==> config.mk <==
export PLATFORM = sky130hd
export DESIGN_NAME = quoted_printable_decoder
export DESIGN_NICKNAME = d
export VERILOG_FILES = /design/src/rtl/qpd_pkg.sv /design/src/rtl/quoted_printable_decoder.sv
export VERILOG_INCLUDE_DIRS = /design/src /design/src/rtl
export SDC_FILE = /design/constraint.sdc
export NUM_CORES = 1
export LEC_CHECK = 0
export ABC_AREA = 1
export BUFFER_PORTS_ARGS = -buffer_cell sky130_fd_sc_hd__buf_2
export CAP_MARGIN = 20
export CORE_ASPECT_RATIO = 0.8
export CORE_MARGIN = 2
export CORE_UTILIZATION = 40
export CTS_CLUSTER_DIAMETER = 40
export CTS_CLUSTER_SIZE = 8
export DETAILED_ROUTE_END_ITERATION = 6
export PLACE_DENSITY = 0.64
export SLEW_MARGIN = 20
export SYNTH_ARGS = -nofsm -noshare
export SYNTH_HDL_FRONTEND = slang
export SYNTH_SLANG_ARGS = --single-unit
==> constraint.sdc <==
create_clock -name clk -period 2.9 [get_ports clk]
set_input_delay 0.87 -clock clk [delete_from_list [all_inputs] [get_ports clk]]
set_output_delay 0.87 -clock clk [all_outputs]
set_load 0.01 [all_outputs]
==> src/rtl/quoted_printable_decoder_assert.svh <==
// Assertion helpers for the quoted-printable decoder.
// Each macro expects clk and arst_n in scope.
`ifndef QUOTED_PRINTABLE_DECODER_ASSERT_SVH
`define QUOTED_PRINTABLE_DECODER_ASSERT_SVH

// Same-cycle implication.
`define QPD_ASSERT_IMPL(label, ante, cons) \
	label: assert property (@(posedge clk) disable iff (!arst_n) (ante) |-> (cons)) \
		else $error("qpd same-cycle check failed");

// Next-cycle implication.
`define QPD_ASSERT_NEXT(label, ante, cons) \
	label: assert property (@(posedge clk) disable iff (!arst_n) (ante) |=> (cons)) \
		else $error("qpd next-cycle check failed");

`endif

==> src/rtl/qpd_pkg.sv <==
package qpd_pkg;

	localparam logic [7:0] CH_EQ = 8'h3D;
	localparam logic [7:0] CH_CR = 8'h0D;
	localparam logic [7:0] CH_LF = 8'h0A;

	localparam int unsigned MAX_RES = 3;

	typedef struct packed {
		logic [7:0] char_in;
		logic       end_of_text;
	} in_t;

	typedef struct packed {
		logic [7:0] byte_out;
		logic       no_byte;
		logic       final_res;
	} out_t;

	typedef enum logic [2:0] {
		PH_IDLE = 3'b001,
		PH_EQ   = 3'b010,
		PH_HELD = 3'b100
	} phase_t;

	function automatic logic is_hex(input logic [7:0] c);
		return c inside {[8'h30:8'h39], [8'h41:8'h46], [8'h61:8'h66]};
	endfunction

	function automatic logic [3:0] hex_val(input logic [7:0] c);
		logic [7:0] v;
		v = 8'h00;
		if (c inside {[8'h30:8'h39]}) begin
			v = c - 8'h30;
		end else if (c inside {[8'h41:8'h46]}) begin
			v = c - 8'h37;
		end else if (c inside {[8'h61:8'h66]}) begin
			v = c - 8'h57;
		end
		return v[3:0];
	endfunction

endpackage

==> src/rtl/quoted_printable_decoder.sv <==
// Quoted-printable decoder: takes one encoded character per transaction and
// releases zero to three decoded bytes. "=" CR LF is dropped, "=" with two hex
// digits becomes one byte, any other "=" sequence is copied literally. The
// transaction flagged end_of_text closes the string: held characters are
// released, final_res marks its last result, and a lone marker with no_byte set
// is sent if nothing else comes out. Input sits in one register, the decode
// step fills a three-entry result register, which drains one result per cycle
// while out_ready is high. Rate: one character per cycle while each releases
// at most one result and out_ready is high; one that releases more holds the
// result register until all are taken and so stalls the input. A character
// goes through the input register, then the result register, to the output.
module quoted_printable_decoder
	import qpd_pkg::*;
(
	input  logic clk,
	input  logic arst_n,
	input  logic in_valid,
	output logic in_ready,
	input  in_t  in_data,
	output logic out_valid,
	input  logic out_ready,
	output out_t out_data
);

	`include "quoted_printable_decoder_assert.svh"

	// input register
	logic       vld_s1;
	in_t        in_s1;

	// decode state
	phase_t     phase_q;
	logic [7:0] held_q;

	// result register
	logic [7:0] res_q [MAX_RES];
	logic [1:0] cnt_q;
	logic [1:0] idx_q;
	logic       nob_q;
	logic       fin_q;

	// decode step
	logic [7:0] res_d [MAX_RES];
	logic [1:0] n_d;
	logic       nob_d;
	phase_t     phase_d;
	logic [7:0] held_d;

	logic take;
	logic last_idx;
	logic can_go;
	logic adv;

	assign out_valid = (cnt_q != 2'd0);
	assign take      = out_valid && out_ready;
	assign last_idx  = (idx_q == cnt_q - 2'd1);
	assign can_go    = !out_valid || (take && last_idx);
	assign adv       = vld_s1 && can_go;
	assign in_ready  = !vld_s1 || can_go;

	assign out_data.byte_out  = res_q[idx_q];
	assign out_data.no_byte   = nob_q;
	assign out_data.final_res = fin_q && last_idx;

	always_comb begin
		logic [7:0] c;
		logic [7:0] h;
		c       = in_s1.char_in;
		h       = held_q;
		res_d   = '{default: 8'h00};
		n_d     = 2'd0;
		nob_d   = 1'b0;
		phase_d = phase_q;
		held_d  = held_q;
		case (phase_q)
			PH_EQ: begin
				held_d  = c;
				phase_d = PH_HELD;
			end
			PH_HELD: begin
				phase_d = PH_IDLE;
				if (h == CH_CR && c == CH_LF) begin
					// soft line break: drop
				end else if (is_hex(h) && is_hex(c)) begin
					res_d[n_d] = {hex_val(h), hex_val(c)};
					n_d = n_d + 2'd1;
				end else begin
					res_d[n_d] = CH_EQ;
					n_d = n_d + 2'd1;
					if (h == CH_EQ) begin
						// held '=' opens a new escape
						held_d  = c;
						phase_d = PH_HELD;
					end else begin
						res_d[n_d] = h;
						n_d = n_d + 2'd1;
						if (c == CH_EQ) begin
							phase_d = PH_EQ;
						end else begin
							res_d[n_d] = c;
							n_d = n_d + 2'd1;
						end
					end
				end
			end
			default: begin
				phase_d = PH_IDLE;
				if (c == CH_EQ) begin
					phase_d = PH_EQ;
				end else begin
					res_d[n_d] = c;
					n_d = n_d + 2'd1;
				end
			end
		endcase
		if (in_s1.end_of_text) begin
			// flush held characters literally
			if (phase_d != PH_IDLE) begin
				res_d[n_d] = CH_EQ;
				n_d = n_d + 2'd1;
			end
			if (phase_d == PH_HELD) begin
				res_d[n_d] = held_d;
				n_d = n_d + 2'd1;
			end
			if (n_d == 2'd0) begin
				nob_d = 1'b1;
				n_d   = 2'd1;
			end
			phase_d = PH_IDLE;
			held_d  = 8'h00;
		end
	end

	always_ff @(posedge clk or negedge arst_n) begin
		if (!arst_n) begin
			vld_s1 <= 1'b0;
		end else if (in_ready) begin
			vld_s1 <= in_valid;
		end
	end

	always_ff @(posedge clk) begin
		if (in_ready && in_valid) begin
			in_s1 <= in_data;
		end
	end

	always_ff @(posedge clk or negedge arst_n) begin
		if (!arst_n) begin
			phase_q <= PH_IDLE;
			held_q  <= 8'h00;
		end else if (adv) begin
			phase_q <= phase_d;
			held_q  <= held_d;
		end
	end

	always_ff @(posedge clk or negedge arst_n) begin
		if (!arst_n) begin
			cnt_q <= 2'd0;
			idx_q <= 2'd0;
			fin_q <= 1'b0;
		end else if (adv && n_d != 2'd0) begin
			cnt_q <= n_d;
			idx_q <= 2'd0;
			fin_q <= in_s1.end_of_text;
		end else if (take) begin
			if (last_idx) begin
				cnt_q <= 2'd0;
				idx_q <= 2'd0;
			end else begin
				idx_q <= idx_q + 2'd1;
			end
		end
	end

	always_ff @(posedge clk) begin
		if (adv && n_d != 2'd0) begin
			res_q <= res_d;
			nob_q <= nob_d;
		end
	end

	`QPD_ASSERT_IMPL(a_idx_in_range, out_valid, idx_q < cnt_q)
	`QPD_ASSERT_NEXT(a_hold_remaining, take && !last_idx, out_valid)
	`QPD_ASSERT_IMPL(a_marker_alone, out_valid && out_data.no_byte,
		out_data.byte_out == 8'h00 && out_data.final_res && cnt_q == 2'd1)
	`QPD_ASSERT_NEXT(a_eot_resets, adv && in_s1.end_of_text,
		phase_q == PH_IDLE && held_q == 8'h00)

endmodule
==> metrics, run 1 <==
static leakage 1.87 nW; crit path launch in_s1[1]; total clock sinks 51; Die Width 107 µm; core region area 8060 µm²; combined area of the multi-input logic cells 1710 µm²; Worst setup EP type register; Fin. Hold Viols 0; Seq/Total Area, Yosys 0.429; fraction of layout cells with a size suffix above 1 0.271; pin count of the biggest net entering global routing 26; Avg WL per Cell 16.1 µm; critical path's largest stage delay 480 ps; final setup fails 0; vias per std cell 5.24; max-slew violations 0; IO Count 25; Antenna Nets Post-Route 0; pwr dens 803 nW/µm²; Starting Density 0.419; DR vias 3020; Hold Buf Count CTS 0; Max Cap Viol 0; Inserted Clock Buffers 5; highest clock rate 366 MHz; slew of the pin with the lowest slew margin 626 ps; R2R Path Start in_s1[1]; Final Critical Period 2730 ps; gpl congestion 0.955; Worst Path Arrival 2810 ps; status complete, no violations; Max IR drop VDD 0.356 mV; Syn Area/Cell 8.26 µm²; Crit path buffers/inverters 4; Seq cells post-synth 51; most used flip-flop cell after synthesis edfxtp_1; async set-reset flop share out of synthesis 0.333; CTS tree done; Layout area overhead 19.8%; Pre-Repair DR Iteration Count 7; Routed Wire Length 9290 µm; Critical Path Fanout Max 5; gate count of the mapped netlist 408; most frequent cells in the layout 78 x nand2_1, 38 x inv_1, 37 x buf_4; CTS clk-pin slew, worst paths 100 ps; Die Ht 86.1 µm; Syn. warnings 0; DIE AREA 9180 µm²; DPL Wire Length 7270 µm; initial antenna violation count 0; clk_lat worst skew 310 ps; worst hold path type input port to asynchronous set/reset pin; Mapped Nets 436; most common cell after layout, fill and taps aside nand2_1; CP Launch Type register; setup TNS 0 ps; CP delay by family, top simple AND/OR/NAND/NOR gates; sequential cell area 1450 µm²; Setup CP Type register to register; total congestion overflow 0; Rows 29; ant diodes 0; Cell variety after synth 44; Max Root-Sink Buffers 2; Post-synth EDFFs 34; # DRC 0; H-tree depth 2; period utilization 0.943; first-pass GRT wire length 14700 µm; Worst EP required 2980 ps; cells along the critical path ha_1 -> inv_1 -> nand3_1 -> nand4_1 -> nand2_2 -> nand2_4 -> nand3_4 -> ha_1 -> nand2_1 -> nand2_1 -> ha_1 -> nand2_2 -> buf_4 -> inv_1 -> nand2_1 -> o21ai_1 -> inv_1; GR Util All Layers 0.208; Critical-path top delay cell edfxtp_1; vias in the first global route 2745; Syn Std Cell Area 3370 µm²; NumNets Final 495; worst setup margin 167 ps; Initial DRC Count 237; Slew headroom 0.579; worst clock skew 5.85 ps; DP Worst Slack 78.7 ps; buffers added on ports 24; final-layout fill cell count 792; CTS Root Cell clkbuf_8
## Yosys cell counts (3+ instances only)
| library cell | number | area, µm² |
|---|---|---|
| buf_2 | 4 | 20.0 |
| nand4_1 | 3 | 18.8 |
| o22ai_1 | 7 | 43.8 |
| nand2_1 | 82 | 308 |
| nand3_1 | 37 | 185 |
| a22oi_1 | 10 | 75.1 |
| nor2_1 | 37 | 139 |
| dfrtp_1 | 16 | 400 |
| nand2_2 | 13 | 81.3 |
| ha_1 | 15 | 188 |
| o211ai_1 | 7 | 52.6 |
| inv_2 | 13 | 48.8 |
| a21oi_1 | 14 | 70.1 |
| o221ai_1 | 3 | 26.3 |
| nor3_1 | 3 | 15.0 |
| o21ai_1 | 9 | 45.0 |
| inv_1 | 40 | 150 |
| xor2_1 | 6 | 52.6 |
| o21ai_0 | 15 | 75.1 |
| edfxtp_1 | 34 | 1020 |
| o31ai_1 | 8 | 60.1 |
## cells by family after synthesis
logic type	after synthesis	share of synthesized area
buf+inv	65	0.0779
flops	51	0.429
fa+ha+maj	15	0.0557
simple gates	190	0.266
xor+xnor	6	0.0156
compound gates	81	0.155
## path summary, 6_finish.rpt
check | end | slack [ps] | depth (start not counted)
max | res_q[20] | 170 | 17
min | cnt_q[1] | 470 | 1
min reg2reg | fin_q | 500 | 2
min in group clk | fin_q | 500 | 2
max in group asynchronous | phase_q[0] | 2110 | 1
max reg2reg | res_q[20] | 170 | 17
## registers in the layout (all words and copies together), names as in the netlist
signal   cells
in_s1        9
cnt_q        2
res_q       24
nob_q        1
idx_q        2
held_q       8
fin_q        1
phase_q      3
vld_s1       1
## layout make-up
class | count | share of cell area
multi-input combinational | 292 | 0.424
inverter | 55 | 0.0517
clock buffer | 5 | 0.0170
tap | 108 | 0.0335
timing repair buffer | 62 | 0.103
clock inverter | 3 | 0.0118
sequential | 51 | 0.359
## timing repair
item,in CTS,in global routing
setup buffers,0,4
endpoints found under the setup margin,0,21
gates resized for setup,0,15
## power breakdown
| group | leakage, nW | internal [mW] | total, mW | switching, mW |
|---|---|---|---|---|
| registers | 0.547 | 1.09 | 1.26 | 0.170 |
| clock network | 0.0587 | 0.262 | 0.511 | 0.250 |
| logic | 1.26 | 0.542 | 1.47 | 0.928 |
| total | 1.87 | 1.89 | 3.24 | 1.35 |
## worst reg2reg max path, cell delays in order, from the launching register on
cell and delay [ps]:
edfxtp_1 480, ha_1 240, inv_1 100, nand3_1 90
nand4_1 140, nand2_2 100, nand2_4 90, nand3_4 60
ha_1 290, nand2_1 70, nand2_1 110, ha_1 170
nand2_2 70, buf_4 160, inv_1 130, nand2_1 70
o21ai_1 100, inv_1 50
## per-stage QoR
step | std cells | hold WS, ps | utilization | power, mW | instance area, µm²
global route | 576 | 498 | 0.501 | 3.47 | 4040
detailed placement | 564 | 475 | 0.477 | 2.71 | 3840
global placement | 564 | 470 | 0.477 | 2.68 | 3840
finish | 576 | 471 | 0.501 | 3.24 | 4040
floorplan | 408 | 452 | - | 2.13 | 3370
CTS | 572 | 485 | 0.491 | 3.22 | 3960
## routing by layer
metal,track usage,up-vias,wire [µm]
met5,0,-,0
met4,0.0460,0,84
met3,0.0304,9,546
met2,0.309,119,3960
met1,0.321,1391,4710
li1,-,1501,-
Power figures use the tool's default switching activity.
==> run 2, diff against run 1 <==
--- a/config.mk
+++ b/config.mk
@@ -6,16 +6,15 @@
 export SDC_FILE = /design/constraint.sdc
 export NUM_CORES = 1
 export LEC_CHECK = 0
-export ABC_AREA = 1
 export BUFFER_PORTS_ARGS = -buffer_cell sky130_fd_sc_hd__buf_2
 export CAP_MARGIN = 20
 export CORE_ASPECT_RATIO = 0.8
 export CORE_MARGIN = 2
-export CORE_UTILIZATION = 40
+export CORE_UTILIZATION = 54
 export CTS_CLUSTER_DIAMETER = 40
 export CTS_CLUSTER_SIZE = 8
 export DETAILED_ROUTE_END_ITERATION = 6
-export PLACE_DENSITY = 0.64
+export PLACE_DENSITY = 0.81
 export SLEW_MARGIN = 20
 export SYNTH_ARGS = -nofsm -noshare
 export SYNTH_HDL_FRONTEND = slang
==> run 2 against run 1 <==
Net effect:
- the flow now finishes with violations (negative setup slack)
- critical path type unchanged
- count of clock-buffer cells in the layout up 1
- highest routed layer unchanged
- clock skew down 0.86 ps
- final cell count fell by 12%
- wire length up 6.6%
==> metrics, run 2 <==
slew of the pin with the lowest slew margin 596 ps (-30.5 ps); fraction of layout cells with a size suffix above 1 0.426 (+0.155); ant diodes 0 (unchanged); multiplexer share of the synthesized area 0.0248 (+0.0248); Max IR drop VDD 0.498 mV (+40%); CTS tree done; total congestion overflow 0 (unchanged); most area-consuming cells after synthesis edfxtp_1 32%, dfrtp_1 12%, o21ai_0 6.0%, ha_1 5.8%, nand2_1 3.5%; Worst setup EP type register; static leakage 1.88 nW (+0.89%); Crit path buffers/inverters 3 (-1); most common library cells after synthesis 39 x o21ai_0, 34 x edfxtp_1, 30 x nand2_1, 19 x nor2_1, 16 x dfrtp_1; Setup CP Type register to register; Inserted Clock Buffers 5 (unchanged); Die Width 90.5 µm (-15%); Die Ht 73.2 µm (-15%); Syn. warnings 0 (unchanged); # DRC 0 (unchanged); Post-synth EDFFs 34 (unchanged); Max Root-Sink Buffers 2 (unchanged); clk_lat worst skew 310 ps (about the same); Critical-path top delay cell dfrtp_1; Non-Filler Instances 506 (-12%); cell with the most instances after synthesis o21ai_0; CTS clk-pin slew, worst paths 90 ps (about the same); status finished with violations; Largest regs res_q x24, in_s1 x9, held_q x8; Pre-Repair DR Iteration Count 5 (-2); fraction of the mapped netlist area in adder cells 0.0581 (+0.00246); total clock sinks 51 (unchanged); CP delay by family, top simple AND/OR/NAND/NOR gates; pin count of the biggest net entering global routing 21 (-19%); CTS Root Cell clkbuf_8; period utilization 1.12 (+0.174); Final Core Density 0.765 (+0.264); final-layout fill cell count 400 (-49%); CP Launch Type register; Layout area overhead 38.6%; failing checks negative setup slack; RSZ-0062 raised after global routing yes; vias in the first global route 2928 (+6.7%); Compound-Gate Fraction of Synth Area 0.226 (+0.0708); worst setup margin -337 ps (-504 ps); Initial DRC Count 304 (+28%); Worst Path Arrival 3320 ps (+510 ps); R2R Setup Slk -340 ps (-500 ps); Mapped Nets 350 (-20%); Max Cap Viol 0 (unchanged); core region area 5850 µm² (-27%); final setup fails 40 (+40); DPL Wire Length 6990 µm (-3.9%); Seq/Total Area, Yosys 0.448 (+0.0190); RR Endpoint res_q[17]; Cell variety after synth 62 (+41%); Syn Area/Cell 10.0 µm² (+21%); most frequent cells in the layout 79 x buf_4, 34 x edfxtp_1, 32 x o21ai_0; final instance area 4480 µm² (+11%); max-slew violations 0 (unchanged); Syn Std Cell Area 3230 µm² (-4.2%); R2R Path Start held_q[0]; worst clock skew 5.00 ps (-0.858 ps); critical path's largest stage delay 420 ps (-60 ps); Hold Buf Count CTS 0 (unchanged); most common cell after layout, fill and taps aside buf_4; simple-gate portion of the synthesized area 0.182 (-0.0839); cells along the critical path ha_2 -> and3_1 -> and4_4 -> buf_4 -> nor4_4 -> nand2_4 -> o21a_4 -> ha_4 -> or3_1 -> o211ai_1 -> inv_1 -> or2_4 -> buf_12; Worst EP required 2990 ps (about the same); DR vias 3136 (+3.8%); Routed Wire Length 9910 µm (+6.6%); Starting Density 0.552 (+0.133); Tot Pwr 3.68 mW (+13%); Top reg by flops res_q; Final Critical Period 3240 ps (+504 ps); Seq cells post-synth 51 (unchanged); post-synth top area cell edfxtp_1; area share of the largest cell type after synthesis 0.316 (+0.0134); async set-reset flop share out of synthesis 0.333 (unchanged); main combinational cell family by area after synthesis compound AO/OA/AOI/OAI gates; DIE AREA 6620 µm² (-28%); Placed Instance Area 4010 µm² (+4.5%); GR Util All Layers 0.300 (+0.0912); vias per std cell 6.20 (+18%); pwr dens 822 nW/µm² (+2.3%); Antenna Nets Post-Route 0 (unchanged); Placed Instances 489 (-13%); first-pass GRT wire length 15200 µm (+3.8%); NumNets Final 452 (-8.7%); Critical Path Fanout Max 8 (+3); most used flip-flop cell after synthesis edfxtp_1; xor and xnor area share after synthesis 0.0163 (+0.000688); Fin. Hold Viols 0 (unchanged); gate count of the mapped netlist 322 (-21%); IO Count 25 (unchanged); max reg flops 24 (unchanged); gpl congestion 0.948 (-0.71%); Avg WL per Cell 19.6 µm (+21%); highest clock rate 309 MHz (-16%); initial antenna violation count 0 (unchanged); Rows 25 (-14%); Slew headroom 0.603 (+0.0236); reg2reg path depth 13 (-4); worst hold path type input port to asynchronous set/reset pin; buffers added on ports 24 (unchanged); H-tree depth 2 (unchanged)
## run 2: cell count changes in the layout (fill, tap and decap cells not counted), moves of 14 or more
cell	delta
nand3_1	-28
o21ai_0	+17
nand2_1	-50
nor2_1	-21
buf_4	+42
inv_1	-25
inv_2	-14
nand2_2	-14
## run 2: repair_timing
item / CTS / global route
pin swaps: 13 / 5
cloned: 1 / 0
buffers inserted: 9 / 3
resized for setup: 38 / 29
setup endpoints to repair: 55 / 62
## run 2: power by group
| part | total [mW] | internal (mW) | leakage, nW | switching [mW] |
|---|---|---|---|---|
| clock | 0.404 | 0.171 | 0.0452 | 0.234 |
| combinational | 1.94 | 0.905 | 1.30 | 1.04 |
| sequential | 1.33 | 1.15 | 0.543 | 0.177 |
| total | 3.68 | 2.23 | 1.88 | 1.45 |
## run 2: cells by family (layout without fill, tap and decap cells)
kind of cell               after synthesis  after routing
and+or+nand+nor                        105            105
DFF                                     51             51
buffers and inverters                   31            134
xor gates and xnor gates                 6              6
adders and majority gates               15             15
AOI/OAI and AO/OA                      106            106
muxes                                    8              8
## run 2: worst reg2reg max path, delay by kind of cell, from the launching register on
family | cells | cell delay, ps
and+or+nand+nor | 6 | 1500
adders and majority gates | 2 | 450
DFF | 1 | 420
buffers and inverters | 3 | 400
AOI/OAI and AO/OA | 2 | 270
## run 2: worst max path at each step
stage / start / end / slack [ps] / cells past startpoint
2_1_floorplan: in_s1[5] / nob_q / -520 / 11
3_3_place_gp: in_s1[5] / res_q[8] / -350 / 12
3_5_place_dp: in_s1[5] / res_q[9] / -470 / 12
4_1_cts: in_s1[8] / res_q[9] / -310 / 12
5_1_grt: in_s1[1] / res_q[9] / -450 / 15
6_report: held_q[0] / res_q[17] / -340 / 13
## run 2: metal layers
layer	vias to the layer above	track usage	routed length, µm
met3	38	0.0444	700
met4	0	0.0923	273
met5	-	0	0
met2	180	0.502	4810
met1	1502	0.409	4130
li1	1416	-	-
## run 2: metrics by stage
step / setup WS [ps] / hold slack [ps] / TNS (ps)
2_1_floorplan: -517 / 484 / -14240
3_3_place_gp: -351 / 496 / -10130
3_5_place_dp: -467 / 512 / -15650
4_1_cts: -306 / 499 / -7960
5_1_grt: -453 / 521 / -15070
6_report: -337 / 492 / -9330
## run 2: cell type report
class                           count  area (µm²)  area share
Inverter                           15        58.8      0.0131
Clock buffer                        6        72.6      0.0162
Multi-Input combinational cell    240        1950       0.436
Timing Repair Buffer              111         828       0.185
Sequential cell                    51        1450       0.324
Clock inverter                      2        13.8     0.00308
Tap cell                           81         101      0.0226
